**config.mk**
```make
export PLATFORM = sky130hd
export DESIGN_NAME = acsd_series_cell
export DESIGN_NICKNAME = d
export VERILOG_FILES = /design/src/arctan_series_degrees_macros.svh /design/src/acsd_pkg.sv /design/src/acsd_series_cell.sv
export SDC_FILE = /design/constraint.sdc
export NUM_CORES = 2
export LEC_CHECK = 0
export ABC_CLOCK_PERIOD_IN_PS = 12760
export BUFFER_PORTS_ARGS = -buffer_cell sky130_fd_sc_hd__buf_4
export CELL_PAD_IN_SITES_DETAIL_PLACEMENT = 0
export CELL_PAD_IN_SITES_GLOBAL_PLACEMENT = 2
export CORE_MARGIN = 2
export CORE_UTILIZATION = 43
export DETAILED_ROUTE_END_ITERATION = 10
export HOLD_SLACK_MARGIN = 0.02
export PLACE_DENSITY = 0.84
export SYNTH_ARGS = -nofsm -noshare
export SYNTH_HDL_FRONTEND = slang
export SYNTH_SLANG_ARGS = --single-unit
```
**constraint.sdc**
```tcl
create_clock -name clk -period 12.76 [get_ports clk]
set_clock_uncertainty 0.1 [all_clocks]
set_input_delay 0 -clock clk [delete_from_list [all_inputs] [get_ports clk]]
set_output_delay 0 -clock clk [all_outputs]
set_load 0.05 [all_outputs]
```
**src/arctan_series_degrees_macros.svh**
```systemverilog
// ----------------------------------------------------------------------------
// arctan_series_degrees assertion macros
// property helpers shared by the datapath modules; clocked on clk, off in rst
// ----------------------------------------------------------------------------
`ifndef ARCTAN_SERIES_DEGREES_MACROS_SVH
`define ARCTAN_SERIES_DEGREES_MACROS_SVH

`ifndef NO_ASSERTIONS
`define ACSD_ASSERT_IMP(label, ante, cons) \
  label: assert property (@(posedge clk) disable iff (rst) (ante) |-> (cons)) \
    else $error("acsd check failed");
`define ACSD_ASSERT_NXT(label, ante, cons) \
  label: assert property (@(posedge clk) disable iff (rst) (ante) |=> (cons)) \
    else $error("acsd check failed");
`else
`define ACSD_ASSERT_IMP(label, ante, cons)
`define ACSD_ASSERT_NXT(label, ante, cons)
`endif

`endif

```
**src/acsd_pkg.sv**
```systemverilog
// ----------------------------------------------------------------------------
// acsd_pkg
// shared types and constants of the arctangent datapath
// ----------------------------------------------------------------------------
package acsd_pkg;

  localparam int ACSD_TERM_PAIRS = 5;

  localparam logic [30:0] ACSD_HALF_PI_Q30 = 31'd1686629713;
  localparam logic [31:0] ACSD_ONE_Q16     = 32'd65536;
  localparam logic [31:0] ACSD_REM_START   = 32'd32768;

  typedef struct packed {
    logic valid;
    logic neg;
    logic big;
  } acsd_tag_t;

  typedef struct packed {
    acsd_tag_t   tag;
    logic [31:0] mag;
    logic [30:0] half;
    logic [31:0] rem;
    logic [30:0] quot;
  } acsd_div_t;

  typedef struct packed {
    acsd_tag_t          tag;
    logic [30:0]        y2;
    logic [30:0]        pw;
    logic signed [32:0] sum;
  } acsd_ser_t;

endpackage

```
**src/acsd_series_cell.sv**
```systemverilog
// ----------------------------------------------------------------------------
// acsd_series_cell
// one taylor term: next odd power and rounded term divided by 2n+1
// ----------------------------------------------------------------------------
module acsd_series_cell #(
  parameter int IDX = 0
) (
  input  logic              clk,
  input  logic              rst,
  input  logic              en,
  input  acsd_pkg::acsd_ser_t din,
  output acsd_pkg::acsd_ser_t dout
);
  import acsd_pkg::*;

  // exact division by the odd constant via reciprocal multiply
  localparam int          DEN      = 2 * IDX + 1;
  localparam int          SH       = 31 + $clog2(DEN);
  localparam logic [63:0] MUL_W    = ((64'd1 << SH) + 64'(DEN) - 64'd1) / 64'(DEN);
  localparam logic [31:0] MUL      = MUL_W[31:0];
  localparam logic [30:0] HALF_DEN = 31'(DEN / 2);
  localparam bit          SUBTRACT = (IDX % 2) != 0;

  acsd_tag_t          a_tag;
  logic [30:0]        a_y2;
  logic signed [32:0] a_sum;
  logic [61:0]        a_pp;
  logic [62:0]        a_tp;

  logic [61:0]        pw_prod;
  logic [62:0]        term_prod;
  logic [61:0]        pw_rnd;
  logic [62:0]        term_sh;
  logic signed [32:0] term_s;
  acsd_ser_t          dout_next;

  assign pw_prod   = {31'b0, din.pw} * {31'b0, din.y2};
  assign term_prod = {32'b0, din.pw + HALF_DEN} * {31'b0, MUL};

  always_ff @(posedge clk) begin
    if (rst) begin
      a_tag.valid <= 1'b0;
    end else if (en) begin
      a_tag <= din.tag;
      a_y2  <= din.y2;
      a_sum <= din.sum;
      a_pp  <= pw_prod;
      a_tp  <= term_prod;
    end
  end

  always_comb begin
    pw_rnd        = a_pp + (62'd1 << 29);
    term_sh       = a_tp >> SH;
    term_s        = signed'({2'b00, term_sh[30:0]});
    dout_next.tag = a_tag;
    dout_next.y2  = a_y2;
    dout_next.pw  = pw_rnd[60:30];
    dout_next.sum = SUBTRACT ? (a_sum - term_s) : (a_sum + term_s);
  end

  always_ff @(posedge clk) begin
    if (rst) begin
      dout.tag.valid <= 1'b0;
    end else if (en) begin
      dout <= dout_next;
    end
  end

endmodule

```
# After elaboration in Yosys (flattened, before gate mapping)
# Cells that the tools add are included.
# word_totals
regBits	257
latchBits	0
ram_bits	0
mem_bits_ro	0
input_bits	101
out_inout_bits	98
wordCells	18
mem_count	0
# classes
add_sub_neg	2
multipliers	1
div	0
n_lt_le_gt_ge	0
eq_ne	0
shifts	0
mux	0
n_bitwise	1
reduce_logical	1
# op_table
cell	n
adder 61 x 30 -> 61 bit (second input constant)	1
multiplier 31 x 31 -> 61 bit	1
adder 33 x 32 -> 33 bit	1
AND reduction 2 bit	1
inverter 1 bit	1

# Depth between registers and ports, before layout
# logic_depth
word_depth	2
depth_mapped	28
mapped_depth_nobuf	27

# Worst setup path before layout
# OpenSTA, ideal clock, no wires.
# synth_timing
path_kind	input-to-reg
start	in rst
end	reg a_pp[29] (enable)
t_arrival_ns	9.998
required_time_ns	11.813
path_slack_ns	1.815
cell_stages	1
path_buffers	0
cell_sequence	nor2b_1
# synth_between
elab_chain_cells	2
# synth_rtl
item	line_no	source
start: declaration	acsd_series_cell.sv:9	input logic rst,
inverter 1 bit (no line)	-	
AND reduction 2 bit (no line)	-	
end signal: assignment	acsd_series_cell.sv:47	a_pp <= pw_prod;
end: declaration	acsd_series_cell.sv:27	logic [61:0] a_pp;
# No other way between the ends.
# A chain may end at the register's enable or synchronous reset.

# Worst setup path in the final report
# layout_timing
start	in din[49] in the netlist's numbering
end	reg a_pp[54] (data pin)
# layout_between
elab_chain_cells	1
# layout_rtl
item	line_no	source
start: declaration	acsd_series_cell.sv:11	input acsd_pkg::acsd_ser_t din,
multiplier 31 x 31 -> 61 bit	acsd_series_cell.sv:37	assign pw_prod = {31'b0, din.pw} * {31'b0, din.y2};
via pw_prod[54]	acsd_series_cell.sv:30	logic [61:0] pw_prod;
# The timed path passes the listed nets, and every way through them passes these cells.

==> metrics.txt <==
Residual DRC 0; initial antenna violation count 2; Min-Delay Path Class input port to register; CTS tree done; Root Driver clkbuf_16; detailed placement HPWL 77,300 um; unrepaired setup endpoints after global routing false; most frequent cell on the critical path fa_1; first-pass GRT wire length 172,000 um; Placement Setup Slack 4740 ps; Post-synth top flop edfxtp_1; CP max-delay cell fa_1; status complete, no violations; Net Count, Synth 5,052; Worst Hold Depth 4; port bufs 198; die height 305 um; post-synth cell types 64; Layout area overhead 11.9%; cell row count 110; reg2reg path depth 12; reg-to-reg critical path startpoint a_sum[0]; Sink Count 228; clock latency on the worst-skew pair 660 ps; CTS clock-pin slew for the worst setup and hold paths 60 ps; critical path class input port to register; # IOs 199; Worst Hold Launch en; Post-synth EDFFs 226; hold endpoint dout[97]; area fraction of the dominant cell type after synthesis 0.429; most frequent cell after synthesis fa_1; CTS Buffer Depth 3; routed vias 26,685; vias per inst 5.12; Worst EP required 13,010 ps; post-layout worst setup margin 4850 ps; endpoint class of the critical path register; routed len/inst 20.4 um; largest net degree at the start of global routing 71; fin. max-slew vios 0; post-synth top area cell fa_1; TritonRoute pass-1 iters 5; Slew HR 0.276; final hold violations 0; vias in the first global route 30,076; Critical Path AT 8160 ps; Synth Cell Area 39,000 sq um; max cap viols 0; routability congestion estimate 0.829; period utilization 0.620; syn avg cell area 10.2 sq um; initial core utilization 0.434; clock buffer count from CTS 30; full die area 93,200 sq um; register area share after synthesis 0.175; Layout Nets 5,228; setup_tns 0 ps; final setup fails 0; YS warnings 0; most frequent cells after synthesis fa_1, inv_1, nand2_1, and2_1, ha_1; fmax 126 MHz; delay of the slowest cell on the worst path 570 ps; post-route ant nets 0; Synth Register Bits 228; die width 305 um; number of post-CTS setup repair buffers 0; H-tree depth 1; initial DRC count 1,406; Period minus WS final 7910 ps; slew of the pin with the lowest slew margin 1060 ps; critical path launch point type input port; Synth async-reset ratio 0; Core ar. 90,000 sq um; Worst R2R Setup Slack 8520 ps; Worst R2R End dout[32]; drt total wl 106,000 um; Synth Instances 3,837; grt ovf 0; GR Util All Layers 0.238; crit path cell chain dlygate4sd3_1, buf_4, and2_1, fa_1, fa_1, fa_1, inv_1, fa_1, inv_1, fa_1, fa_1, fa_1, fa_1, ha_1, a21o_1, a211o_1, or4_1, a32oi_2, a41o_1, nand2_2, a31oi_4, o41ai_1, xor2_1; layout cells sized above 1 0.0661; post_cts resized 0; Synth area leaders fa_1, edfxtp_1, ha_1; Worst Path Max Fanout 32
==> layer usage <==
metal | vias up | share of wire | GRT usage | wire length [um]
li1 | 11853 | - | - | -
met3 | 191 | 0.044 | 0.0266 | 4690
met2 | 660 | 0.51 | 0.423 | 54500
met4 | 0 | 0.032 | 0.0745 | 3400
met1 | 13981 | 0.41 | 0.306 | 43500
met5 | - | 0 | 0 | 0
==> placed cells by master (no fill, tap or decap), types with 4 or more instances in the layout <==
cell           instances
clkbuf_16             30
nor2_1                46
nand2b_1               6
nor2b_1                7
bufinv_16              4
xor2_1                31
nor3_1                16
and2_1               501
or3_1                  7
o21ai_0               40
fa_1                 836
mux2i_1                5
clkinv_2              10
nand2_1              522
and3_1                10
nand3_1               32
and4_1                 6
ha_1                 278
a21oi_1               53
xnor2_1               60
a211o_1                4
dlygate4sd3_1        137
buf_4                202
o211ai_1               6
nand4_1               17
o21bai_1               8
o21ai_1                4
inv_1                810
a211oi_1              10
o21a_1                 6
edfxtp_1             226
a31oi_1                9
a21o_1                33
==> worst max-delay path, delay by kind of cell <==
family | cells | cell delay, ps
fa+ha+maj | 9 | 4240
compound gates | 6 | 1690
buf+inv | 4 | 1040
simple gates | 3 | 1000
xor+xnor | 1 | 150
==> worst max path at each step <==
stage	end	startpoint	slack [ps]	depth (start not counted)
after floorplan	a_pp[29]	rst	1820	1
after global placement	a_pp[54]	din[45]	4800	26
after detailed placement	a_pp[54]	din[49]	4740	22
after CTS	a_pp[54]	din[48]	4840	23
after global routing	a_pp[49]	din[45]	4460	27
final	a_pp[54]	din[49]	4850	23
==> registers in the layout (all words and copies together), names as in the netlist <==
signal  flops
a_y2       31
a_tag       3
a_sum      33
a_pp       32
a_tp       31
dout       98
==> area by class of cell <==
| type | count | area (sq um) |
|---|---|---|
| fill | 8467 | 46300 |
| multi-input combinational | 2604 | 28400 |
| sequential | 228 | 6830 |
| inverter | 810 | 3040 |
| timing repair buffer | 339 | 2890 |
| tap | 1176 | 1470 |
| clock buffer | 33 | 762 |
| clock inverter | 23 | 258 |
| antenna | 2 | 5.00 |
==> what timing repair did <==
item	CTS	global route
hold buffers	137	0
hold endpoints to repair	129	0
endpoints found under the setup margin	0	0
==> through the flow <==
stage | instance area, sq um | hold WS [ps] | instances | utilization
floorplan | 39000 | -27.6 | 3837 | -
global placement | 41300 | 78.0 | 5020 | 0.459
detailed placement | 41300 | 79.7 | 5020 | 0.459
CTS | 43700 | 43.0 | 5213 | 0.485
global route | 43700 | 116 | 5213 | 0.485
finish | 43700 | 90.9 | 5215 | 0.485
==> logic make-up after synthesis <==
group	Yosys count	synth area share
adders and majority gates	1114	0.518
DFF	228	0.175
and+or+nand+nor	1184	0.153
buffers and inverters	1005	0.0967
muxes	5	0.00128
xor gates and xnor gates	91	0.0204
AOI/OAI and AO/OA	210	0.0363
Power is left out: the tool's default activity adds up to more than one toggle a clock period on the data nets, which glitch-free logic cannot reach.
