==> src/arctan_series_degrees_macros.svh <==
// ----------------------------------------------------------------------------
// arctan_series_degrees assertion macros
// property helpers shared by the datapath modules; clocked on clk, off in rst
// ----------------------------------------------------------------------------
`ifndef ARCTAN_SERIES_DEGREES_MACROS_SVH
`define ARCTAN_SERIES_DEGREES_MACROS_SVH

`ifndef NO_ASSERTIONS
`define ACSD_ASSERT_IMP(label, ante, cons) \
  label: assert property (@(posedge clk) disable iff (rst) (ante) |-> (cons)) \
    else $error("acsd check failed");
`define ACSD_ASSERT_NXT(label, ante, cons) \
  label: assert property (@(posedge clk) disable iff (rst) (ante) |=> (cons)) \
    else $error("acsd check failed");
`else
`define ACSD_ASSERT_IMP(label, ante, cons)
`define ACSD_ASSERT_NXT(label, ante, cons)
`endif

`endif

==> src/acsd_pkg.sv <==
// ----------------------------------------------------------------------------
// acsd_pkg
// shared types and constants of the arctangent datapath
// ----------------------------------------------------------------------------
package acsd_pkg;

  localparam int ACSD_TERM_PAIRS = 5;

  localparam logic [30:0] ACSD_HALF_PI_Q30 = 31'd1686629713;
  localparam logic [31:0] ACSD_ONE_Q16     = 32'd65536;
  localparam logic [31:0] ACSD_REM_START   = 32'd32768;

  typedef struct packed {
    logic valid;
    logic neg;
    logic big;
  } acsd_tag_t;

  typedef struct packed {
    acsd_tag_t   tag;
    logic [31:0] mag;
    logic [30:0] half;
    logic [31:0] rem;
    logic [30:0] quot;
  } acsd_div_t;

  typedef struct packed {
    acsd_tag_t          tag;
    logic [30:0]        y2;
    logic [30:0]        pw;
    logic signed [32:0] sum;
  } acsd_ser_t;

endpackage

==> src/acsd_div_cell.sv <==
// ----------------------------------------------------------------------------
// acsd_div_cell
// one restoring step of the reciprocal divider, one quotient bit per cell
// ----------------------------------------------------------------------------
module acsd_div_cell #(
  parameter int BIT = 0
) (
  input  logic              clk,
  input  logic              rst,
  input  logic              en,
  input  acsd_pkg::acsd_div_t din,
  output acsd_pkg::acsd_div_t dout
);
  import acsd_pkg::*;
  `include "arctan_series_degrees_macros.svh"

  logic [32:0] trial;
  logic [32:0] diff;
  acsd_div_t   dout_next;

  always_comb begin
    trial     = {din.rem, din.half[BIT]};
    diff      = trial - {1'b0, din.mag};
    dout_next = din;
    if (trial >= {1'b0, din.mag}) begin
      dout_next.rem       = diff[31:0];
      dout_next.quot[BIT] = 1'b1;
    end else begin
      dout_next.rem = trial[31:0];
    end
  end

  always_ff @(posedge clk) begin
    if (rst) begin
      dout.tag.valid <= 1'b0;
    end else if (en) begin
      dout <= dout_next;
    end
  end

  // partial remainder stays below the divisor on the reciprocal path
  `ACSD_ASSERT_IMP(a_rem_below_div, dout.tag.valid && dout.tag.big, dout.rem < dout.mag)

endmodule

==> config.mk <==
export PLATFORM = sky130hd
export DESIGN_NAME = acsd_div_cell
export DESIGN_NICKNAME = d
export VERILOG_FILES = /design/src/acsd_pkg.sv /design/src/acsd_div_cell.sv
export VERILOG_INCLUDE_DIRS = /design/src /design/src/src
export SDC_FILE = /design/constraint.sdc
export NUM_CORES = 1
export LEC_CHECK = 0
export BUFFER_PORTS_ARGS = -buffer_cell sky130_fd_sc_hd__buf_2
export CELL_PAD_IN_SITES_DETAIL_PLACEMENT = 1
export CELL_PAD_IN_SITES_GLOBAL_PLACEMENT = 2
export CORE_MARGIN = 2
export CORE_UTILIZATION = 27
export CTS_CLUSTER_DIAMETER = 30
export DETAILED_ROUTE_END_ITERATION = 8
export GPL_TIMING_DRIVEN = 0
export PLACE_DENSITY_LB_ADDON = 0.08
export SLEW_MARGIN = 20
export SYNTH_ARGS = -nofsm -noshare
export SYNTH_HDL_FRONTEND = slang
export SYNTH_SLANG_ARGS = --single-unit
==> constraint.sdc <==
create_clock -name clk -period 8.8 [get_ports clk]
set_input_delay 2.64 -clock clk [delete_from_list [all_inputs] [get_ports clk]]
set_output_delay 2.64 -clock clk [all_outputs]
set_load 0.1 [all_outputs]
# ---- Word level (Yosys, flattened, before mapping)
# Index checks and enable logic that the tools add are counted.
dict set report totals {
  word_cells 13
  ff_bits 129
  inputBits 132
  output_inout_bits 129
}
dict set report classes {
  add_sub_neg 1
  order_cmp 1
  muxes 1
  bitwise_logic 1
  reduce_logical 1
}
# operator n
set op_table {}
lappend op_table {{33-bit by 32-bit >= comparator with 1-bit output} 1}
lappend op_table {{32-bit 2-to-1 mux} 1}
lappend op_table {{32-bit subtractor} 1}
lappend op_table {{2-bit AND reduction} 1}
lappend op_table {{1-bit inverter} 1}

# ---- Depth between registers and ports, before layout
# Gate-level depths: netlist (run 1).
dict set report depth {
  ltp_word 2
  mapped_depth 13
}

# ---- Worst setup path before layout (run 1)
# OpenSTA, ideal clock, no wires.
dict set report synth_timing {
  path_kind {input to register}
  start {in rst}
  end {reg dout[0] (netlist name) (enable)}
  t_required_ns 8.166
  setup_slack_ns -0.155
  arrival_time_ns 8.321
  n_path_buf 0
  setup_time_ns 0.634
  stages 1
  path_cell_list {nor2b_1}
}
dict set report synth_between {
  elab_chain_len 2
}
# element line
set synth_rtl {}
lappend synth_rtl {{start, declared} acsd_div_cell.sv:9} ;# input logic rst,
lappend synth_rtl {{1-bit inverter (no line)} n/a}
lappend synth_rtl {{2-bit AND reduction (no line)} n/a}
lappend synth_rtl {{end signal, assigned} acsd_div_cell.sv:37} ;# dout <= dout_next;
lappend synth_rtl {{end, declared} acsd_div_cell.sv:12} ;# output acsd_pkg::acsd_div_t dout
# Every way passes these cells.
# A chain may end at the register's enable or synchronous reset.

==> results of run 1 <==
power groups by stage:
| stage | logic (W) | clock network [W] | registers (W) |
|---|---|---|---|
| CTS | 0.000625 | 0.000774 | 0.000746 |
| finish | 0.000617 | 0.000752 | 0.000745 |
| floorplan | 0.000155 | 0 | 0.00110 |
| detailed placement | 0.000622 | 0 | 0.000759 |
| global placement | 0.000615 | 0 | 0.000761 |
| global route | 0.000654 | 0.000796 | 0.000750 |
through the flow:
step	setup WS (ns)	instance area [µm²]	hold slack, ns	total power (W)
5_1_grt	3.511	8602	0.6094	0.002199
2_1_floorplan	2.386	6243	0.9705	0.001252
3_5_place_dp	3.178	7986	0.5535	0.001381
6_report	3.698	8602	0.5597	0.002114
3_3_place_gp	0.8725	7901	0.4692	0.001377
4_1_cts	3.637	8602	0.5727	0.002145
cell usage in the layout, fill, tap and decap left out, types with 5 or more instances in the layout:
cell	n
edfxtp_1	128
ha_1	32
o21ai_0	43
nand4_1	9
buf_2	267
a21o_1	14
inv_6	5
xnor2_1	13
and3_1	5
o21a_1	6
inv_1	36
nor2_1	17
xor2_1	13
nand2b_1	7
buf_4	6
nand2_1	46
a21oi_1	27
clkbuf_16	17
nand3_1	11
area by class of cell:
cell class	instances	area, µm²
inverter	36	135.1
multi-input combinational	307	2160
buffer	15	90.09
clock buffer	17	425.4
timing repair buffer	264	1381
tap	285	356.6
sequential	129	3864
fill	2538	14040
clock inverter	15	190.2
Yosys cell counts, drive strengths merged (3+ instances only):
| library cell | instances |
|---|---|
| a21o | 16 |
| a21oi | 29 |
| a31oi | 5 |
| and3 | 6 |
| buf | 13 |
| edfxtp | 128 |
| ha | 32 |
| inv | 36 |
| mux2 | 4 |
| nand2 | 47 |
| nand2b | 7 |
| nand3 | 11 |
| nand4 | 9 |
| nor2 | 17 |
| nor2b | 5 |
| nor4 | 3 |
| o21a | 7 |
| o21ai | 47 |
| o21bai | 3 |
| o31a | 3 |
| o31ai | 4 |
| or3 | 4 |
| xnor2 | 13 |
| xor2 | 13 |
routing by layer:
| layer | routed length (µm) | up-vias | GRT usage [%] |
|---|---|---|---|
| met3 | 1474 | 16 | 4.972 |
| met2 | 9054 | 176 | 26.11 |
| met4 | 182 | 2 | 4.456 |
| met1 | 7944 | 2371 | 18.52 |
| met5 | 13 | - | 0 |
| li1 | - | 2380 | - |
cells by family (layout without fill, tap and decap cells):
| kind of cell | Yosys count | in the layout | synth area share (%) |
|---|---|---|---|
| compound gates | 128 | 128 | 14.29 |
| mux | 5 | 5 | 0.8821 |
| xor+xnor | 26 | 26 | 3.649 |
| simple gates | 115 | 115 | 8.922 |
| fa+ha+maj | 33 | 33 | 6.736 |
| buf+inv | 51 | 347 | 3.609 |
| flops | 129 | 129 | 61.91 |
worst register-to-register path, cell delays in order, from the launching register on:
cell and delay (ns):
dfxtp_1 0.31, mux2i_1 0.15, nor2_1 0.07
worst paths after layout:
| check | cells after the start | slack [ns] | from | endpoint |
|---|---|---|---|---|
| max reg2reg | 2 | 8.16 | dout[128] | dout[128] |
| min | 2 | 0.56 | dout[128] | dout[128] |
| max | 13 | 3.70 | din[105] | dout[59] |
| min reg2reg | 2 | 0.56 | dout[128] | dout[128] |
==> metrics, run 1 <==
maximum clock path buffer count 2; Iteration-0 DRC Markers 163; die footprint 24350 µm²; P_sw 0.0008160 W; clk slew on worst S/H paths 0.06 ns; Area Overhead vs Synth 37.83%; Core ar. 22640 µm²; fin cells 1068; I/O pins 261; final hold violation count 0; fin nets 935; post-synth top area cell edfxtp_1; initial antenna violation count 1; VDD IR max 0.1135 mV; CP required 8.98 ns; switch share 38.61%; post-CTS setup buffer count 0; final wirelength 18.67 mm; routability cong. 0.7399; DP Wirelength 14.80 mm; CP Max Fanout 10; synthesis-stage register bit count 129; CTS tree built; Int Power 0.001298 W; DRC viols 0; clk sink count 129; vias in the first global route 5224; die width 156.0 µm; post-synthesis sequential area ratio 61.91%; clock buffer count from CTS 17; Die H 156.0 µm; Achievable Freq 196.0 MHz; max FFs per register 129; Flop pwr share 35.2%; LEAKAGE 3.709 nW; first-pass GRT wire length 28.46 mm; Async SR Flop Fraction 0%; clock network power share 35.6%; layout cell share with drive strength beyond 1 42.53%; Setup TNS Final 0 ns; Placed Cells 1036; outcome completed; CP Class in -> reg; number of flops mapped to enable cells by yosys 128; Biggest register dout; largest net degree at the start of global routing 31; worst slew pin tran 0.7531 ns; post-synthesis cell count 487; crit-path cells buf_2 > inv_1 > ha_1 > buf_2 > nand2_1 > nor2_1 > a31oi_1 > nand2b_1 > o31ai_2 > o31ai_2 > a21oi_4 > buf_4 > mux2_2; clock latency on the worst-skew pair 0.42 ns; fin util 37.99%; Final setup viols 0; Final Critical Period 5.102 ns; Crit path arrival time 5.28 ns; clk root buf clkbuf_16; crit path capture type flop; CP top delay family compound AO/OA/AOI/OAI gates; I/O Buffers 260; Rel. slew slack 49.69%; H-tree Lvls 4; Logic pwr share 29.2%; CTS resizes 0; Worst Path Buf+Inv 4; syn_nets 652; Slew Limit Fails 0; routed length per instance 17.48 µm; Yosys top cell area share 61.59%; YS warnings 0; Overflow after GRT 0; synthesized cell area 6241 µm²; CP Launch Type primary input; Vias/cell 4.630; RSZ-0062 raised after global routing false; antenna viol nets, final 0; Pre-Repair DR Iteration Count 4; Rows 55; max-cap viol count 0; period utilisation layout 57.98%; Initial Util 27.57%; CP max-delay cell o31ai_2; min-delay worst type reg -> reg; synthesized area per cell 12.82 µm²; via count 4945; Total GRT Usage 15.32%; cts hold-fix bufs 0; post-synth cell types 57; pwr dens 245.7 nW/µm²; antenna diode instance count 0; ranking of synthesized cells by area edfxtp_1, ha_1, o21ai_0; Worst path max stage delay 0.46 ns; ys flop type edfxtp_1; Final Skew 0 ns; biggest regs dout x129
(Power assumes the default switching activity.)
==> run 2: changes to the inputs <==
CORE_UTILIZATION = 30   (was 27)
clock period = 5.09 ns   (was 8.8 ns; I/O delays follow)
==> metrics, run 2 (synthesized netlist as in run 1, its figures left out) <==
outcome completed; pwr dens 419.1 nW/µm²; routed length per instance 17.32 µm; R2R depth 2; layout cell share with drive strength beyond 1 42.60%; clock buffer count from CTS 17; worst slew pin tran 0.5005 ns; period utilisation layout 79.09%; DP Wirelength 14.44 mm; Initial Util 30.74%; commonest non-fill, non-tap cell in the layout buf_2; vias in the first global route 5187; CTS tree built; antenna diode instance count 0; via count 4934; FF-to-FF setup slack 4.49 ns; Final setup viols 0; Pre-Repair DR Iteration Count 4; Area Overhead vs Synth 37.57%; CTS resizes 0; worst setup margin 1.064 ns; first-pass GRT wire length 28.10 mm; Crit path arrival time 4.20 ns; Biggest register dout; CP Launch Type primary input; r2r endpoint dout[128]; fin nets 936; final hold violation count 0; Hold Crit Endpoint dout[128]; routability cong. 0.7919; clk slew on worst S/H paths 0.06 ns; cts hold-fix bufs 0; die footprint 21970 µm²; maximum clock path buffer count 2; biggest regs dout x129; Die H 148.2 µm; worst reg2reg startpoint dout[128]; Overall Power 0.003599 W; initial antenna violation count 1; Hold Worst Slack 0.5390 ns; Core ar. 20300 µm²; Crit. Startpoint din[33]; die width 148.2 µm; final wirelength 18.26 mm; Rel. slew slack 66.43%; Setup TNS Final 0 ns; largest net degree at the start of global routing 32; VDD IR max 0.2204 mV; crit path capture type flop; commonest non-fill, non-tap cells in the layout buf_2, edfxtp_1, nand2_1; Slew Limit Fails 0; clock latency on the worst-skew pair 0.42 ns; # fillers 2287; CP Max Fanout 10; post-CTS setup buffer count 0; clk sink count 129; I/O Buffers 260; Iteration-0 DRC Markers 242; Vias/cell 4.681; max-cap viol count 0; antenna viol nets, final 0; Total GRT Usage 16.63%; min-delay worst type reg -> reg; worst hold path stage count 2; Achievable Freq 248.4 MHz; Overflow after GRT 0; CP Class in -> reg; I/O pins 261; DRC viols 0; clk root buf clkbuf_16; dpl ws 0.5710 ns; hold wc startpoint dout[128]; H-tree Lvls 4; CP required 5.26 ns; RSZ-0062 raised after global routing false; Final Skew 0 ns; LEAKAGE 3.707 nW; max FFs per register 129; Rows 52; Final Critical Period 4.026 ns
-- run 2: cell types whose count changed in the layout (fill, tap and decap cells not counted) --
cell	delta
inv_6	-2
inv_8	+2
buf_16	+1
bufinv_16	-1
clkinv_4	+1
clkinv_8	-1
clkinvlp_4	+1
-- run 2: how the worst max path moves through the flow --
stage / end / slack [ns] / depth (start not counted)
detailed placement: dout[59] / 0.57 / 11
floorplan: dout[0] / 1.21 / 1
global route: dout[59] / 0.89 / 11
CTS: dout[59] / 1.02 / 11
finish: dout[59] / 1.06 / 11
global placement: dout[99] / 0.33 / 2
-- run 2: power by group --
group | total [W] | switching, W | internal, W
Combinational | 0.00107 | 0.000839 | 0.000228
Sequential | 0.00129 | 0.0000192 | 0.00127
Clock | 0.00124 | 0.000544 | 0.000698
-- run 2: metal layers --
layer  track usage [%]  wire length (µm)
met1             19.74              7645
met2             29.17              9037
met3             4.479              1288
met5                 0                13
met4             5.619               270
-- run 2: worst max-delay path, stage by stage --
cell and delay (ns):
buf_2 0.11, ha_1 0.35, a21o_1 0.21, a21oi_2 0.17, a21oi_1 0.08, nand2b_1 0.17, o31ai_2 0.47, o31ai_2 0.19
a21oi_4 0.30, buf_4 0.26, mux2_2 0.36
-- run 2: stage by stage --
| step | util (%) | instances | area, µm² |
|---|---|---|---|
| 2_1_floorplan | - | 487 | 6248 |
| 3_3_place_gp | 38.86 | 1017 | 7888 |
| 3_5_place_dp | 39.39 | 1022 | 7995 |
| 4_1_cts | 42.30 | 1054 | 8586 |
| 5_1_grt | 42.30 | 1054 | 8586 |
| 6_report | 42.30 | 1054 | 8586 |
-- run 2: area by class of cell --
class                           count  area (µm²)  area share, %
Timing Repair Buffer              265        1409          16.41
Buffer                             15       90.09          1.049
Multi-Input combinational cell    307        2160          25.15
Sequential cell                   129        3864          45.00
Inverter                           36       135.1          1.574
Clock buffer                       17       425.4          4.955
Clock inverter                     15       165.2          1.924
Tap cell                          270       337.8          3.935
==> run 3: changes to the inputs <==
CORE_UTILIZATION = 27   (was 30)
clock period = 3.5 ns   (was 5.09 ns; I/O delays follow)
==> metrics, run 3 (synthesized netlist as in run 1, its figures left out) <==
dpl ws -0.5787 ns; commonest non-fill, non-tap cell in the layout buf_2; Core ar. 22640 µm²; period utilisation layout 96.60%; pwr dens 598.9 nW/µm²; routed length per instance 17.69 µm; clock buffer count from CTS 17; LEAKAGE 3.734 nW; worst setup margin 0.1189 ns; Slew Limit Fails 0; Flop pwr share 35.9%; initial antenna violation count 1; Placed Cells 1037; RSZ-0062 raised after global routing false; CP required 3.67 ns; Biggest register dout; fin nets 940; Int Power 0.003137 W; final wirelength 19.00 mm; Final Critical Period 3.381 ns; cts hold-fix bufs 0; Worst path max stage delay 0.41 ns; crit-path cells buf_2 > inv_1 > ha_1 > fa_1 > nor2b_1 > o31a_1 > o2111ai_2 > and3_4 > o21ai_4 > a31oi_4 > a211o_1 > mux2_2; CP max-delay cell fa_1; antenna viol nets, final 0; commonest non-fill, non-tap cells in the layout buf_2, edfxtp_1, nand2_1; Rel. slew slack 62.82%; clock latency on the worst-skew pair 0.42 ns; clk root buf clkbuf_16; layout cell share with drive strength beyond 1 43.27%; min-delay worst type reg -> reg; Final setup viols 0; DRC viols 0; DP Wirelength 14.88 mm; Area after DPL 8029 µm²; max FFs per register 129; fin cells 1074; die footprint 24350 µm²; Overflow after GRT 0; largest net degree at the start of global routing 28; FF-to-FF setup slack 2.90 ns; Hold Worst Slack 0.5309 ns; routability cong. 0.7834; die width 156.0 µm; CP Class in -> reg; Achievable Freq 295.8 MHz; biggest regs dout x129; switch share 39.81%; final hold violation count 0; Total GRT Usage 15.39%; CP Launch Type primary input; I/O pins 261; CTS tree built; final instance area 8702 µm²; first-pass GRT wire length 28.71 mm; Crit path arrival time 3.55 ns; Logic pwr share 30.3%; worst slew pin tran 0.5565 ns; outcome completed; Worst Path Buf+Inv 2; Rows 55; P_sw 0.002075 W; maximum clock path buffer count 2; I/O Buffers 260; Die H 156.0 µm; via count 4906; Pre-Repair DR Iteration Count 4; crit path capture type flop; Vias/cell 4.568; clk sink count 129; clk slew on worst S/H paths 0.06 ns; clock network power share 33.7%; CP top delay family compound AO/OA/AOI/OAI gates; CP Max Fanout 4; Final Skew 0 ns; Area Overhead vs Synth 39.43%; VDD IR max 0.2843 mV; vias in the first global route 5229; Iteration-0 DRC Markers 143; max-cap viol count 0; Initial Util 27.57%; Overall Power 0.005212 W; H-tree Lvls 4
==> run 3: stage by stage <==
stage,TNS [ns],utilization (%)
final,0,38.44
after detailed placement,-13.69,35.46
after global placement,-115.17,34.92
after global routing,0,38.43
after floorplan,0,-
after CTS,0,38.11
==> run 3: power groups by stage <==
stage | logic (W) | registers (W) | clock network (W)
final | 0.00158 | 0.00187 | 0.00176
after global routing | 0.00167 | 0.00188 | 0.00187
after CTS | 0.00158 | 0.00187 | 0.00182
after detailed placement | 0.00157 | 0.00191 | 0
after global placement | 0.00155 | 0.00191 | 0
after floorplan | 0.000391 | 0.00275 | 0
==> run 3: worst reg2reg max path, cell delays in order (launching register included) <==
cell and delay, ns:
dfxtp_1 0.32, mux2i_1 0.12, nor2_1 0.05
==> run 3: path summary, 6_finish.rpt <==
kind | depth (start not counted) | start | endpoint
worst min-delay path | 2 | dout[128] | dout[128]
worst max register to register | 2 | dout[128] | dout[128]
worst max-delay path | 12 | din[63] | dout[59]
worst min register to register | 2 | dout[128] | dout[128]
==> run 3: layout make-up <==
class                   count  area, µm²
well taps                 285      356.6
clock inverters            15      145.1
clock buffers              17      425.4
inverters                  36      135.1
multi-input cells         307       2211
plain buffers              15      96.34
fillers                  2529      13940
repair buffers            269       1466
flip-flops and latches    129       3864
diodes                      1      2.502
==> run 3: metal layers <==
layer	share of wire [%]	vias to the layer above	routed length (µm)	track usage, %
met5	0	-	0	0
met4	1.5	0	287	4.937
met3	6.5	21	1228	4.000
met2	48	176	9109	26.32
met1	44	2318	8371	19.01
li1	-	2391	-	-
==> run 3: timing repair <==
action / in CTS / in global routing
pin swaps: 1 / 5
resized for setup: 1 / 9
setup endpoints to repair: 2 / 30
setup buffers: 1 / 3
gates cloned: 0 / 0
